===== config.mk =====
export PLATFORM = sky130hd
export DESIGN_NAME = wsc_ctrl
export DESIGN_NICKNAME = d
export VERILOG_FILES = /design/src/rtl/wsc_pkg.sv /design/src/rtl/wsc_ctrl.sv
export SDC_FILE = /design/constraint.sdc
export NUM_CORES = 1
export LEC_CHECK = 0
export ABC_AREA = 1
export BUFFER_PORTS_ARGS = -buffer_cell sky130_fd_sc_hd__buf_2
export CORE_AREA = 2 2 39 41
export DETAILED_ROUTE_END_ITERATION = 10
export DIE_AREA = 0 0 41 43
export GPL_TIMING_DRIVEN = 0
export HOLD_SLACK_MARGIN = 0.02
export PLACE_DENSITY_LB_ADDON = 0.25
export SYNTH_ARGS = -nofsm -noshare
export SYNTH_HDL_FRONTEND = slang
export SYNTH_SLANG_ARGS = --single-unit

===== constraint.sdc =====
create_clock -name clk -period 1.25 [get_ports clk]
set_input_delay 0.25 -clock clk [delete_from_list [all_inputs] [get_ports clk]]
set_output_delay 0.25 -clock clk [all_outputs]
set_load 0.1 [all_outputs]

===== src/rtl/wsc_pkg.sv =====
// shared types and constants for the waypoint steering controller
`timescale 1ns / 1ps
package wsc_pkg;
	localparam int PATH_DEPTH_DEF   = 16;
	localparam int CORDIC_ITERS_DEF = 14;
	localparam logic [1:0] CMD_RESET  = 2'd0;
	localparam logic [1:0] CMD_APPEND = 2'd1;
	localparam logic [1:0] CMD_STEP   = 2'd2;
	localparam int PI_Q12     = 12868;
	localparam int TWO_PI_Q12 = 25736;
	localparam int HALF_PI_Q16 = 102944;
	localparam int ZW = 20;

	// controller to datapath
	typedef struct packed {
		logic load_in;    // capture item
		logic smooth;     // filter pose, arm cordic setup
		logic iterate;    // one cordic step
		logic finish;     // form result
	} wsc_cmd_t;

	typedef struct packed {
		logic last_iter;
	} wsc_stat_t;

	function automatic logic signed [ZW-1:0] atan_q16(input logic [4:0] i);
		case (i)
			5'd0:  atan_q16 = 20'sd51472;
			5'd1:  atan_q16 = 20'sd30386;
			5'd2:  atan_q16 = 20'sd16055;
			5'd3:  atan_q16 = 20'sd8150;
			5'd4:  atan_q16 = 20'sd4091;
			5'd5:  atan_q16 = 20'sd2047;
			5'd6:  atan_q16 = 20'sd1024;
			5'd7:  atan_q16 = 20'sd512;
			5'd8:  atan_q16 = 20'sd256;
			5'd9:  atan_q16 = 20'sd128;
			5'd10: atan_q16 = 20'sd64;
			5'd11: atan_q16 = 20'sd32;
			5'd12: atan_q16 = 20'sd16;
			5'd13: atan_q16 = 20'sd8;
			5'd14: atan_q16 = 20'sd4;
			5'd15: atan_q16 = 20'sd2;
			5'd16: atan_q16 = 20'sd1;
			default: atan_q16 = 20'sd0;
		endcase
	endfunction
endpackage


===== src/rtl/wsc_ctrl.sv =====
// sequencing state machine
`timescale 1ns / 1ps
module wsc_ctrl (
	input  logic                clk,
	input  logic                arst_n,
	input  logic                in_fire,
	input  logic [1:0]          in_cmd,
	input  logic                out_busy,
	input  wsc_pkg::wsc_stat_t  stat,
	output wsc_pkg::wsc_cmd_t   cmd,
	output logic                idle
);
	localparam logic [2:0] S_IDLE = 3'd0, S_SMOOTH = 3'd1, S_ITER = 3'd2,
		S_FIN = 3'd3, S_WAIT = 3'd4;
	logic [2:0] state_q;

	always_comb begin
		cmd = '0;
		cmd.load_in = in_fire;
		cmd.smooth  = (state_q == S_SMOOTH);
		cmd.iterate = (state_q == S_ITER);
		cmd.finish  = (state_q == S_FIN) && !out_busy;
		idle = (state_q == S_IDLE);
	end

	always_ff @(posedge clk or negedge arst_n) begin
		if (!arst_n) begin
			state_q <= S_IDLE;
		end else begin
			case (state_q)
				S_IDLE: if (in_fire && in_cmd == wsc_pkg::CMD_STEP) state_q <= S_SMOOTH;
				S_SMOOTH: state_q <= S_WAIT;
				S_WAIT: state_q <= S_ITER;
				S_ITER: if (stat.last_iter) state_q <= S_FIN;
				S_FIN: if (!out_busy) state_q <= S_IDLE;
				default: state_q <= S_IDLE;
			endcase
		end
	end
endmodule


# == After elaboration in Yosys (flattened, before gate mapping) ==
# Cells that the tools add are included.
# totals
inputBits,7
memories,0
out_inout_bits,5
wordCells,18
romBits,0
register_bits,3
latch_bits,0
ramBits,0
# op_classes
n_reduce_logical,5
div,0
muxes,4
bitwise_logic,0
n_eq_ne,8
multipliers,0
addsub,0
order_cmp,0
n_shift,0
# ops
cell,count
$pmux 3 s5,1
$mux 3,3
$eq 3x2->1 const B,2
$ne 2x2->1 const B,2
$eq 3x1->1 const B,1
$eq 3x3->1 const B,1
$logic_not 3->1,1
$reduce_and 3->1,1
$eq 2x2->1 const B,1
$logic_and 1x1->1,2
$ne 2x1->1 const B,1
$logic_not 1->1,1

# == Longest topological paths before layout ==
# Gate-level depths: netlist (run 1).
# depth
depth_word,4
mapped_depth,5
depth_no_buf,5

# == Least setup slack after synthesis (run 1) ==
# No wires, ideal clock.
# synth_timing
path_kind,register -> output
startpoint,register state_q[2]
endpoint,output port cmd[0] in the netlist's numbering
required_ps,1000
stages_incl_launch_ff,2
path_buffers,0
path_slack_ps,-2353
t_arrival_ps,3353
path_cell_list,dfrtp_1 nor4_1
# synth_rtl
element,line_no,source
"start, declared",wsc_ctrl.sv:15,logic [2:0] state_q;
"start signal, assigned",wsc_ctrl.sv:28,state_q <= S_IDLE;
"start signal, assigned",wsc_ctrl.sv:31,S_IDLE: if (in_fire && in_cmd == wsc_pkg::CMD_STEP) state_q <= S_SMOOTH;
"start signal, assigned",wsc_ctrl.sv:32,S_SMOOTH: state_q <= S_WAIT;
"end, declared",wsc_ctrl.sv:10,"output wsc_pkg::wsc_cmd_t cmd,"

==> flow_results.xml, run 1 <==
<?xml version="1.0" encoding="UTF-8"?>
<metrics>
  <group name="drt">
    <metric name="vias_per_cell" unit="">3.71</metric>
    <metric name="drt_first_pass_iters" unit="">3</metric>
    <metric name="wl_met1" unit="um">229</metric>
    <metric name="detailroute.via_count" unit="">230</metric>
    <metric name="drt-wirelength-per-cell" unit="um">8.32</metric>
    <metric name="met3_wirelength" unit="um">35</metric>
    <metric name="drc" unit="">0</metric>
    <metric name="met2WireLength" unit="um">252</metric>
    <metric name="first_iter_violations" unit="">1</metric>
    <metric name="final_antenna_net_count" unit="">0</metric>
    <metric name="dr.max_layer_used" unit="">met3</metric>
    <metric name="drt-total-wl" unit="um">516</metric>
  </group>
  <group name="worst_setup_path">
    <metric name="worst_setup_path_end_kind" unit="">output pin</metric>
    <metric name="crit_chain" unit="">nor4_4 &gt; buf_6</metric>
    <metric name="data_required_time_of_the_critical_path" unit="ns">1.00</metric>
    <metric name="worstPathBufferInverterCount" unit="">1</metric>
    <metric name="peak_per_stage_delay_on_the_critical_path" unit="ns">0.46</metric>
    <metric name="timing.critical_path.from_type" unit="">register</metric>
    <metric name="critical-path-slowest-cell" unit="">dfrtp_2</metric>
    <metric name="worst-r2r-setup-slack" unit="ns">0.22</metric>
    <metric name="critPathTopFamily" unit="">flip-flops</metric>
    <metric name="critical_path_arrival" unit="ns">1.24</metric>
    <metric name="largest_driver_fanout_on_the_critical_path" unit="">5</metric>
    <metric name="setup.worst_path.class" unit="">reg2out</metric>
  </group>
  <group name="floorplanning">
    <metric name="starting_density_of_the_core" unit="">0.135</metric>
    <metric name="placeableCoreArea" unit="sq mm">0.00138</metric>
    <metric name="ioPinCount" unit="">12</metric>
    <metric name="die_height" unit="um">43</metric>
    <metric name="chipWidth" unit="um">41</metric>
    <metric name="die-area" unit="sq mm">0.00176</metric>
    <metric name="core.rowCount" unit="">14</metric>
  </group>
  <group name="logic_synthesis">
    <metric name="syn_inst" unit="">25</metric>
    <metric name="synth.area.top_cells" unit="">dfrtp_1 (40%), inv_1 (10%), nor2_1 (10%)</metric>
    <metric name="syn-mean-instance-area" unit="sq um">7.46</metric>
    <metric name="synth.lib_cells_used.distinct" unit="">12</metric>
    <metric name="main_flop_type_after_synthesis" unit="">dfrtp_1</metric>
    <metric name="yosysSeqAreaShare" unit="">0.403</metric>
    <metric name="synthesized_netlist_net_count" unit="">32</metric>
    <metric name="synth-edff-count" unit="">0</metric>
    <metric name="yosys_register_bits" unit="">3</metric>
    <metric name="synth_area" unit="sq um">186</metric>
    <metric name="synthTopCellsByCount" unit="">inv_1 (5), nor2_1 (5), dfrtp_1 (3)</metric>
    <metric name="ys_warn_count" unit="">0</metric>
    <metric name="synth_area_leader_cell" unit="">dfrtp_1</metric>
    <metric name="synth.top_cell.area_share" unit="">0.403</metric>
    <metric name="async_flop_share" unit="">1.00</metric>
  </group>
  <group name="run_status">
    <metric name="violations_in_the_final_reports" unit="">negative setup slack</metric>
    <metric name="run_status" unit="">finished with violations</metric>
  </group>
  <group name="clock_network">
    <metric name="clk_path_buf_depth" unit="">2</metric>
    <metric name="cts_tree" unit="">yes</metric>
    <metric name="cts.sink_count" unit="">3</metric>
    <metric name="clk_pin_slew" unit="ns">0.04</metric>
    <metric name="cts-buffers-inserted" unit="">3</metric>
    <metric name="worstSkewPairLatency" unit="ns">0.23</metric>
    <metric name="htree_num_levels" unit="">1</metric>
    <metric name="clockRootBuffer" unit="">clkbuf_4</metric>
  </group>
  <group name="sta">
    <metric name="grt_setup_unrepaired" unit="">yes</metric>
    <metric name="timing.hold.ws" unit="ns">0.343</metric>
    <metric name="setup-violations-final" unit="">4</metric>
    <metric name="timing.final.crit_share" unit="">1.19</metric>
    <metric name="final.min_clock_period" unit="ns">1.49</metric>
    <metric name="worst_clock_skew" unit="ns">0.000654</metric>
    <metric name="timing_hold_violations_final" unit="">0</metric>
    <metric name="slew-limit-headroom" unit="">0.678</metric>
    <metric name="max_slew_violation_count" unit="">0</metric>
    <metric name="slew_worst_pin" unit="ns">0.487</metric>
    <metric name="worst_setup_slack_after_layout" unit="ns">-0.236</metric>
    <metric name="maxClockFrequency" unit="MHz">673</metric>
    <metric name="setup_total_negative_slack" unit="ns">-0.733</metric>
  </group>
  <group name="layout">
    <metric name="post_route_cells_drive_above_1_share" unit="">0.652</metric>
    <metric name="largest_register_ffs" unit="">3</metric>
    <metric name="antenna_cells_inserted" unit="">0</metric>
    <metric name="nNetsFinal" unit="">54</metric>
    <metric name="filler_cell_count" unit="">147</metric>
    <metric name="biggestRegsByFlops" unit="">state_q: 3 flops</metric>
    <metric name="multiInputGateArea" unit="sq um">121</metric>
    <metric name="area_growth_syn_to_layout" unit="%">134</metric>
    <metric name="final-seq-area" unit="sq um">76.3</metric>
    <metric name="regMostFlops" unit="">state_q</metric>
  </group>
  <group name="flow_run">
    <metric name="drv_cap" unit="">0</metric>
  </group>
  <group name="global_route">
    <metric name="gr-usage-all-layers" unit="">0.0675</metric>
    <metric name="antenna_violations_before_repair" unit="">0</metric>
    <metric name="grt_residual_overflow" unit="">0</metric>
    <metric name="largest_net_degree_at_the_start_of_global_routing" unit="">9</metric>
    <metric name="global_route_wire_length_before_repair" unit="um">717</metric>
    <metric name="first_global_vias" unit="">211</metric>
  </group>
  <group name="place">
    <metric name="io_buffer_count" unit="">11</metric>
    <metric name="pre_cts_setup_slack" unit="ns">-0.287</metric>
    <metric name="dp_hpwl" unit="um">349</metric>
    <metric name="weighted_congestion_at_the_end_of_routability_driven_global_placement" unit="">0.570</metric>
  </group>
  <group name="min_path">
    <metric name="holdCritPathClass" unit="">in2async</metric>
  </group>
</metrics>
-- kinds of logic after synthesis --
logic type | Yosys count | share of synthesized area
and+or+nand+nor | 12 | 0.302
buffers and inverters | 7 | 0.181
DFF | 3 | 0.403
AOI/OAI and AO/OA | 3 | 0.114
-- metal layers --
| metal | GRT usage | vias up |
|---|---|---|
| li1 | - | 125 |
| met3 | 0.0157 | 0 |
| met1 | 0.0619 | 96 |
| met5 | 0 | - |
| met2 | 0.0938 | 9 |
| met4 | 0.100 | 0 |
-- final cells by class --
class / count / share of cell area
Sequential cell: 3 / 0.175
Tap cell: 16 / 0.0460
Timing Repair Buffer: 17 / 0.353
Multi-Input combinational cell: 15 / 0.279
Inverter: 5 / 0.0431
Clock buffer: 4 / 0.0603
Buffer: 2 / 0.0431
-- stage by stage --
| stage | cells | cell area [sq um] | util |
|---|---|---|---|
| final | 62 | 435 | 0.315 |
| after global placement | 52 | 294 | 0.212 |
| after detailed placement | 52 | 294 | 0.212 |
| after global routing | 62 | 435 | 0.315 |
| after CTS | 60 | 412 | 0.297 |
| after floorplan | 25 | 219 | - |
-- cells in the final DEF, fill, tap and decap left out, drive strengths merged --
| master | netlist | layout |
|---|---|---|
| clkbuf | 0 | 4 |
| nor4 | 1 | 1 |
| inv | 5 | 5 |
| dlygate4sd3 | 0 | 1 |
| dfrtp | 3 | 3 |
| o211ai | 1 | 1 |
| nand3b | 1 | 1 |
| nand3 | 2 | 2 |
| o31ai | 1 | 1 |
| nand2 | 1 | 1 |
| a31oi | 1 | 1 |
| buf | 2 | 18 |
| nor2 | 5 | 5 |
| nor3 | 2 | 2 |
-- worst paths after layout --
check | start | to | depth (start not counted)
setup reg to reg | state_q[0]$_DFFE_PN0P_ | state_q[1]$_DFFE_PN0P_ | 4
max in group asynchronous | arst_n | state_q[2]$_DFFE_PN0P_ | 2
hold / removal | arst_n | state_q[0]$_DFFE_PN0P_ | 2
min in group clk | out_busy | state_q[1]$_DFFE_PN0P_ | 3
setup / recovery | state_q[2]$_DFFE_PN0P_ | cmd[0] | 2
hold reg to reg | state_q[1]$_DFFE_PN0P_ | state_q[2]$_DFFE_PN0P_ | 2
-- timing repair --
| action | in CTS | in global routing |
|---|---|---|
| gates cloned | 0 | 0 |
| endpoints found under the setup margin | 4 | 4 |
| hold endpoints to repair | 3 | 0 |
| pin swaps | 3 | 2 |
| hold buffers | 1 | 0 |
| buffers inserted | 3 | 2 |
| gates resized for setup | 18 | 3 |
Power of run 1 is left out: the tool's default activity adds up to more than one toggle a clock period on the data nets, which glitch-free logic cannot reach.
==> inputs of run 2 (changes only) <==
--- a/config.mk
+++ b/config.mk
@@ -7,6 +7,8 @@
 export LEC_CHECK = 0
 export ABC_AREA = 1
 export BUFFER_PORTS_ARGS = -buffer_cell sky130_fd_sc_hd__buf_2
+export CELL_PAD_IN_SITES_DETAIL_PLACEMENT = 2
+export CELL_PAD_IN_SITES_GLOBAL_PLACEMENT = 2
 export CORE_AREA = 2 2 39 41
 export DETAILED_ROUTE_END_ITERATION = 10
 export DIE_AREA = 0 0 41 43
==> run 2 against run 1 <==
Effect of this change: the flow still finishes with violations (negative setup slack); global-route usage up 5.2 points; worst setup slack lost 0.043 ns; first-iteration DRC count did not move; non-clock buffer count up 2; final cell count up 3.2%; hold slack lost 0.0060 ns; routed wire length increased by 52%; clock skew about the same; via count rose by 13%; critical path depth grew 2; sequential cell count unchanged; critical path type unchanged.
==> flow_results.xml, run 2 (synthesis results as in run 1) <==
<?xml version="1.0" encoding="UTF-8"?>
<metrics>
  <group name="clock_network">
    <metric name="clockRootBuffer" unit="">clkbuf_4</metric>
    <metric name="cts.sink_count" unit="">3</metric>
    <metric name="htree_num_levels" unit="">1</metric>
    <metric name="worstSkewPairLatency" unit="ns">0.23</metric>
    <metric name="cts_tree" unit="">yes</metric>
    <metric name="cts-buffers-inserted" unit="">3</metric>
    <metric name="clk_path_buf_depth" unit="">2</metric>
    <metric name="clk_pin_slew" unit="ns">0.04</metric>
  </group>
  <group name="layout">
    <metric name="area_growth_syn_to_layout" unit="%">148</metric>
    <metric name="nNetsFinal" unit="">56</metric>
    <metric name="regMostFlops" unit="">state_q</metric>
    <metric name="final_cell_area" unit="sq um">462</metric>
    <metric name="biggestRegsByFlops" unit="">state_q: 3 flops</metric>
    <metric name="post_route_cells_drive_above_1_share" unit="">0.688</metric>
    <metric name="layout.cells.most_common" unit="">buf_4</metric>
    <metric name="mostFrequentLayoutCells" unit="">buf_4 (8), buf_2 (7), nor2_4 (3), clkbuf_4 (3), buf_12 (3)</metric>
    <metric name="largest_register_ffs" unit="">3</metric>
    <metric name="antenna_cells_inserted" unit="">0</metric>
  </group>
  <group name="drt">
    <metric name="vias_per_cell" unit="">4.08</metric>
    <metric name="detailroute.via_count" unit="">261</metric>
    <metric name="first_iter_violations" unit="">1</metric>
    <metric name="drt-total-wl" unit="um">784</metric>
    <metric name="final_antenna_net_count" unit="">0</metric>
    <metric name="drt_first_pass_iters" unit="">3</metric>
    <metric name="drc" unit="">0</metric>
    <metric name="drt-wirelength-per-cell" unit="um">12.3</metric>
  </group>
  <group name="worst_setup_path">
    <metric name="timing.critical_path.from_type" unit="">register</metric>
    <metric name="crit-reg2reg-launch" unit="">state_q[2]$_DFFE_PN0P_</metric>
    <metric name="depth_of_the_worst_register_to_register_path" unit="">5</metric>
    <metric name="critical_path_arrival" unit="ns">1.28</metric>
    <metric name="regToRegEndpoint" unit="">state_q[0]$_DFFE_PN0P_</metric>
    <metric name="data_required_time_of_the_critical_path" unit="ns">1.00</metric>
    <metric name="largest_driver_fanout_on_the_critical_path" unit="">4</metric>
    <metric name="setup.worst_path.class" unit="">reg2out</metric>
    <metric name="worst-r2r-setup-slack" unit="ns">0.11</metric>
    <metric name="worst_setup_path_end_kind" unit="">output pin</metric>
  </group>
  <group name="place">
    <metric name="io_buffer_count" unit="">11</metric>
    <metric name="post_placement_cell_area" unit="sq um">294</metric>
    <metric name="dp_hpwl" unit="um">488</metric>
    <metric name="weighted_congestion_at_the_end_of_routability_driven_global_placement" unit="">0.724</metric>
  </group>
  <group name="floorplanning">
    <metric name="core.rowCount" unit="">14</metric>
    <metric name="starting_density_of_the_core" unit="">0.135</metric>
    <metric name="die-area" unit="sq mm">0.00176</metric>
    <metric name="chipWidth" unit="um">41</metric>
    <metric name="placeableCoreArea" unit="sq mm">0.00138</metric>
    <metric name="die_height" unit="um">43</metric>
    <metric name="ioPinCount" unit="">12</metric>
  </group>
  <group name="sta">
    <metric name="timing.final.crit_share" unit="">1.22</metric>
    <metric name="worst_clock_skew" unit="ns">0.000243</metric>
    <metric name="final.min_clock_period" unit="ns">1.53</metric>
    <metric name="timing_hold_violations_final" unit="">0</metric>
    <metric name="max_slew_violation_count" unit="">0</metric>
    <metric name="slew_worst_pin" unit="ns">0.490</metric>
    <metric name="worst_setup_slack_after_layout" unit="ns">-0.279</metric>
    <metric name="setup-violations-final" unit="">4</metric>
    <metric name="maxClockFrequency" unit="MHz">654</metric>
    <metric name="grt_setup_unrepaired" unit="">yes</metric>
    <metric name="slew-limit-headroom" unit="">0.676</metric>
  </group>
  <group name="min_path">
    <metric name="holdCritPathClass" unit="">in2async</metric>
  </group>
  <group name="global_route">
    <metric name="gr-usage-all-layers" unit="">0.120</metric>
    <metric name="first_global_vias" unit="">296</metric>
    <metric name="antenna_violations_before_repair" unit="">0</metric>
    <metric name="global_route_wire_length_before_repair" unit="um">1280</metric>
    <metric name="largest_net_degree_at_the_start_of_global_routing" unit="">6</metric>
    <metric name="grt_residual_overflow" unit="">0</metric>
  </group>
  <group name="run_status">
    <metric name="run_status" unit="">finished with violations</metric>
    <metric name="violations_in_the_final_reports" unit="">negative setup slack</metric>
  </group>
  <group name="flow_run">
    <metric name="drv_cap" unit="">0</metric>
  </group>
</metrics>
run 2: layout make-up:
| class | count | area, sq um |
|---|---|---|
| Buffer | 2 | 18.8 |
| Clock buffer | 4 | 26.3 |
| Fill cell | 162 | 922 |
| Inverter | 5 | 23.8 |
| Multi-Input combinational cell | 15 | 126 |
| Sequential cell | 3 | 77.6 |
| Tap cell | 16 | 20.0 |
| Timing Repair Buffer | 19 | 169 |
run 2: timing repair:
action / CTS / global route
gates resized for setup: 24 / 1
endpoints found under the hold margin: 3 / 0
endpoints found under the setup margin: 4 / 4
setup buffers: 6 / 1
pin swaps: 4 / 2
hold buffers: 1 / 0
run 2: through the flow:
stage               instances  hold slack, ns  utilization  worst slack, ns  setup TNS (ns)
CTS                        63           0.321        0.327           -0.273          -0.804
detailed placement         52          0.0456        0.212           -0.343          -0.972
finish                     64           0.336        0.334           -0.279          -0.830
global route               64           0.332        0.334           -0.335           -1.04
global placement           52          0.0441        0.212           -0.322          -0.894
floorplan                  25         -0.0456            -           -0.540           -1.88
run 2: worst max-delay path by stage:
| stage | from | to | slack [ns] | cells past startpoint |
|---|---|---|---|---|
| detailed placement | state_q[2]$_DFFE_PN0P_ | cmd[1] | -0.34 | 4 |
| CTS | state_q[1]$_DFFE_PN0P_ | cmd[0] | -0.27 | 4 |
| global placement | state_q[2]$_DFFE_PN0P_ | idle | -0.32 | 4 |
| global route | state_q[1]$_DFFE_PN0P_ | cmd[0] | -0.33 | 4 |
| floorplan | state_q[2]$_DFFE_PN0P_ | cmd[0] | -0.54 | 1 |
| finish | state_q[1]$_DFFE_PN0P_ | cmd[0] | -0.28 | 4 |
run 2: worst max-delay path, stage by stage (launching register included):
cell and delay (ns):
dfrtp_1 0.34, buf_6 0.14, inv_6 0.04, nor4_4 0.27
buf_6 0.26
run 2: per-layer routing:
metal / up-vias / share of wire / track usage / wire length (um)
met2: 8 / 0.62 / 0.203 / 488
met1: 122 / 0.33 / 0.107 / 260
li1: 129 / - / - / -
met5: - / 0 / 0 / 0
met4: 0 / 0.020 / 0.100 / 16
met3: 2 / 0.024 / 0.0314 / 19
Power of run 2 is left out for the same reason.
==> inputs of run 3 (changes only) <==
--- a/config.mk
+++ b/config.mk
@@ -15,6 +15,7 @@
 export GPL_TIMING_DRIVEN = 0
 export HOLD_SLACK_MARGIN = 0.02
 export PLACE_DENSITY_LB_ADDON = 0.25
+export REMOVE_ABC_BUFFERS = 1
 export SYNTH_ARGS = -nofsm -noshare
 export SYNTH_HDL_FRONTEND = slang
 export SYNTH_SLANG_ARGS = --single-unit
==> run 3 against run 2 <==
Effect of this change: the flow still finishes with violations (negative setup slack); fmax rose by 4.3%; highest routed layer is now met3; cell area fell by 3.0%; critical path type unchanged; via count rose by 1.1%; worst setup slack improved by 0.063 ns; clock-buffer cell count did not move; first-iteration DRC count did not move; die area did not move; routed wire length fell by 15%; non-clock buffer count rose by 1; critical path depth fell by 1; hold slack improved by 0.00084 ns; global-route usage fell by 3.2 points.
==> flow_results.xml, run 3 (synthesis results as in run 1) <==
<?xml version="1.0" encoding="UTF-8"?>
<metrics>
  <group name="run_status">
    <metric name="run_status" unit="">finished with violations</metric>
    <metric name="violations_in_the_final_reports" unit="">negative setup slack</metric>
  </group>
  <group name="clock_network">
    <metric name="cts.sink_count" unit="">3</metric>
    <metric name="clk_path_buf_depth" unit="">2</metric>
    <metric name="clk_pin_slew" unit="ns">0.04</metric>
    <metric name="htree_num_levels" unit="">1</metric>
    <metric name="clockRootBuffer" unit="">clkbuf_4</metric>
    <metric name="cts-buffers-inserted" unit="">3</metric>
    <metric name="cts_tree" unit="">yes</metric>
    <metric name="worstSkewPairLatency" unit="ns">0.23</metric>
  </group>
  <group name="global_route">
    <metric name="largest_net_degree_at_the_start_of_global_routing" unit="">9</metric>
    <metric name="global_route_layer_with_the_greatest_usage" unit="">met2</metric>
    <metric name="global_route_wire_length_before_repair" unit="um">1040</metric>
    <metric name="grt_util_met2" unit="">0.125</metric>
    <metric name="grt_use_met1" unit="">0.114</metric>
    <metric name="gr-usage-met3" unit="">0.0157</metric>
    <metric name="gr-usage-all-layers" unit="">0.0876</metric>
    <metric name="grt_residual_overflow" unit="">0</metric>
    <metric name="first_global_vias" unit="">261</metric>
    <metric name="antenna_violations_before_repair" unit="">0</metric>
  </group>
  <group name="sta">
    <metric name="setup_total_negative_slack" unit="ns">-0.717</metric>
    <metric name="final.min_clock_period" unit="ns">1.47</metric>
    <metric name="worst_setup_slack_after_layout" unit="ns">-0.216</metric>
    <metric name="timing.final.crit_share" unit="">1.17</metric>
    <metric name="timing_hold_violations_final" unit="">0</metric>
    <metric name="max_slew_violation_count" unit="">0</metric>
    <metric name="maxClockFrequency" unit="MHz">682</metric>
    <metric name="slew_worst_pin" unit="ns">0.485</metric>
    <metric name="worst_clock_skew" unit="ns">0.00103</metric>
    <metric name="slew-limit-headroom" unit="">0.679</metric>
    <metric name="setup-violations-final" unit="">4</metric>
    <metric name="grt_setup_unrepaired" unit="">yes</metric>
  </group>
  <group name="worst_setup_path">
    <metric name="largest_driver_fanout_on_the_critical_path" unit="">4</metric>
    <metric name="timing.critical_path.from_type" unit="">register</metric>
    <metric name="setup.worst_path.start" unit="">state_q[1]$_DFFE_PN0P_</metric>
    <metric name="worst_setup_path_end_kind" unit="">output pin</metric>
    <metric name="crit-reg2reg-launch" unit="">state_q[1]$_DFFE_PN0P_</metric>
    <metric name="critical_path_arrival" unit="ns">1.22</metric>
    <metric name="setup.worst_path.class" unit="">reg2out</metric>
    <metric name="data_required_time_of_the_critical_path" unit="ns">1.00</metric>
  </group>
  <group name="drt">
    <metric name="drc" unit="">0</metric>
    <metric name="detailroute.via_count" unit="">264</metric>
    <metric name="first_iter_violations" unit="">1</metric>
    <metric name="drt_first_pass_iters" unit="">2</metric>
    <metric name="final_antenna_net_count" unit="">0</metric>
    <metric name="vias_per_cell" unit="">4.06</metric>
    <metric name="drt-wirelength-per-cell" unit="um">10.3</metric>
    <metric name="drt-total-wl" unit="um">668</metric>
  </group>
  <group name="layout">
    <metric name="antenna_cells_inserted" unit="">0</metric>
    <metric name="area_growth_syn_to_layout" unit="%">140</metric>
    <metric name="layout.cells.most_common" unit="">buf_4</metric>
    <metric name="nNetsFinal" unit="">57</metric>
    <metric name="post_route_cells_drive_above_1_share" unit="">0.694</metric>
    <metric name="filler_cell_count" unit="">152</metric>
    <metric name="largest_register_ffs" unit="">3</metric>
    <metric name="regMostFlops" unit="">state_q</metric>
    <metric name="final_cell_area" unit="sq um">448</metric>
    <metric name="mostFrequentLayoutCells" unit="">buf_4 (10), buf_2 (7), nor2_4 (3), clkbuf_4 (3)</metric>
    <metric name="biggestRegsByFlops" unit="">state_q: 3 flops</metric>
  </group>
  <group name="place">
    <metric name="weighted_congestion_at_the_end_of_routability_driven_global_placement" unit="">0.569</metric>
    <metric name="post_placement_cell_area" unit="sq um">246</metric>
    <metric name="dp_hpwl" unit="um">445</metric>
    <metric name="io_buffer_count" unit="">11</metric>
  </group>
  <group name="floorplanning">
    <metric name="die_height" unit="um">43</metric>
    <metric name="starting_density_of_the_core" unit="">0.135</metric>
    <metric name="placeableCoreArea" unit="sq mm">0.00138</metric>
    <metric name="core.rowCount" unit="">14</metric>
    <metric name="chipWidth" unit="um">41</metric>
    <metric name="die-area" unit="sq mm">0.00176</metric>
    <metric name="ioPinCount" unit="">12</metric>
  </group>
  <group name="flow_run">
    <metric name="drv_cap" unit="">0</metric>
  </group>
  <group name="min_path">
    <metric name="holdCritPathClass" unit="">in2async</metric>
  </group>
</metrics>
[run 3: cell types whose count changed in the layout (fill, tap and decap cells not counted)]
cell,change
buf_12,-1
nor3_4,-1
buf_4,+2
inv_6,-1
inv_4,+1
nor3_2,+1
[run 3: final cells by class]
| cell class | count | area [sq um] | share of cell area |
|---|---|---|---|
| flip-flops and latches | 3 | 77.6 | 0.173 |
| inverters | 5 | 21.3 | 0.0475 |
| multi-input cells | 15 | 120 | 0.268 |
| well taps | 16 | 20.0 | 0.0447 |
| clock buffers | 4 | 26.3 | 0.0587 |
| repair buffers | 22 | 183 | 0.408 |
[run 3: critical path: stages, from the launching register on]
cell and delay [ns]:
dfrtp_2 0.42, inv_4 0.06, nor4_4 0.25, buf_6 0.26
[run 3: worst paths after layout]
kind / to / slack, ns / cells after the start
max: cmd[0] / -0.22 / 3
min: state_q[0]$_DFFE_PN0P_ / 0.34 / 2
max reg2reg: state_q[1]$_DFFE_PN0P_ / 0.17 / 3
min reg2reg: state_q[2]$_DFFE_PN0P_ / 0.67 / 2
max in group asynchronous: state_q[1]$_DFFE_PN0P_ / 0.80 / 2
min in group clk: state_q[0]$_DFFE_PN0P_ / 0.37 / 4
[run 3: metal layers]
layer,vias to the layer above,share of wire
met5,-,0
li1,129,-
met2,7,0.53
met3,0,0.037
met1,128,0.43
met4,0,0
[run 3: what timing repair did]
item | in CTS | in global routing
endpoints found under the setup margin | 4 | 4
gates resized for setup | 26 | 1
endpoints found under the hold margin | 3 | 0
pin swaps | 4 | 1
setup buffers | 3 | 7
hold buffers | 1 | 0
[run 3: through the flow]
stage                util  worst slack [ns]  hold WS, ns  instances
floorplan               -             -2.35      -0.0456         23
global placement    0.178            -0.259       0.0438         50
detailed placement  0.178            -0.285       0.0468         50
CTS                 0.284            -0.237        0.328         58
global route        0.324            -0.274        0.336         65
finish              0.324            -0.216        0.337         65
Power of run 3 is left out for the same reason.
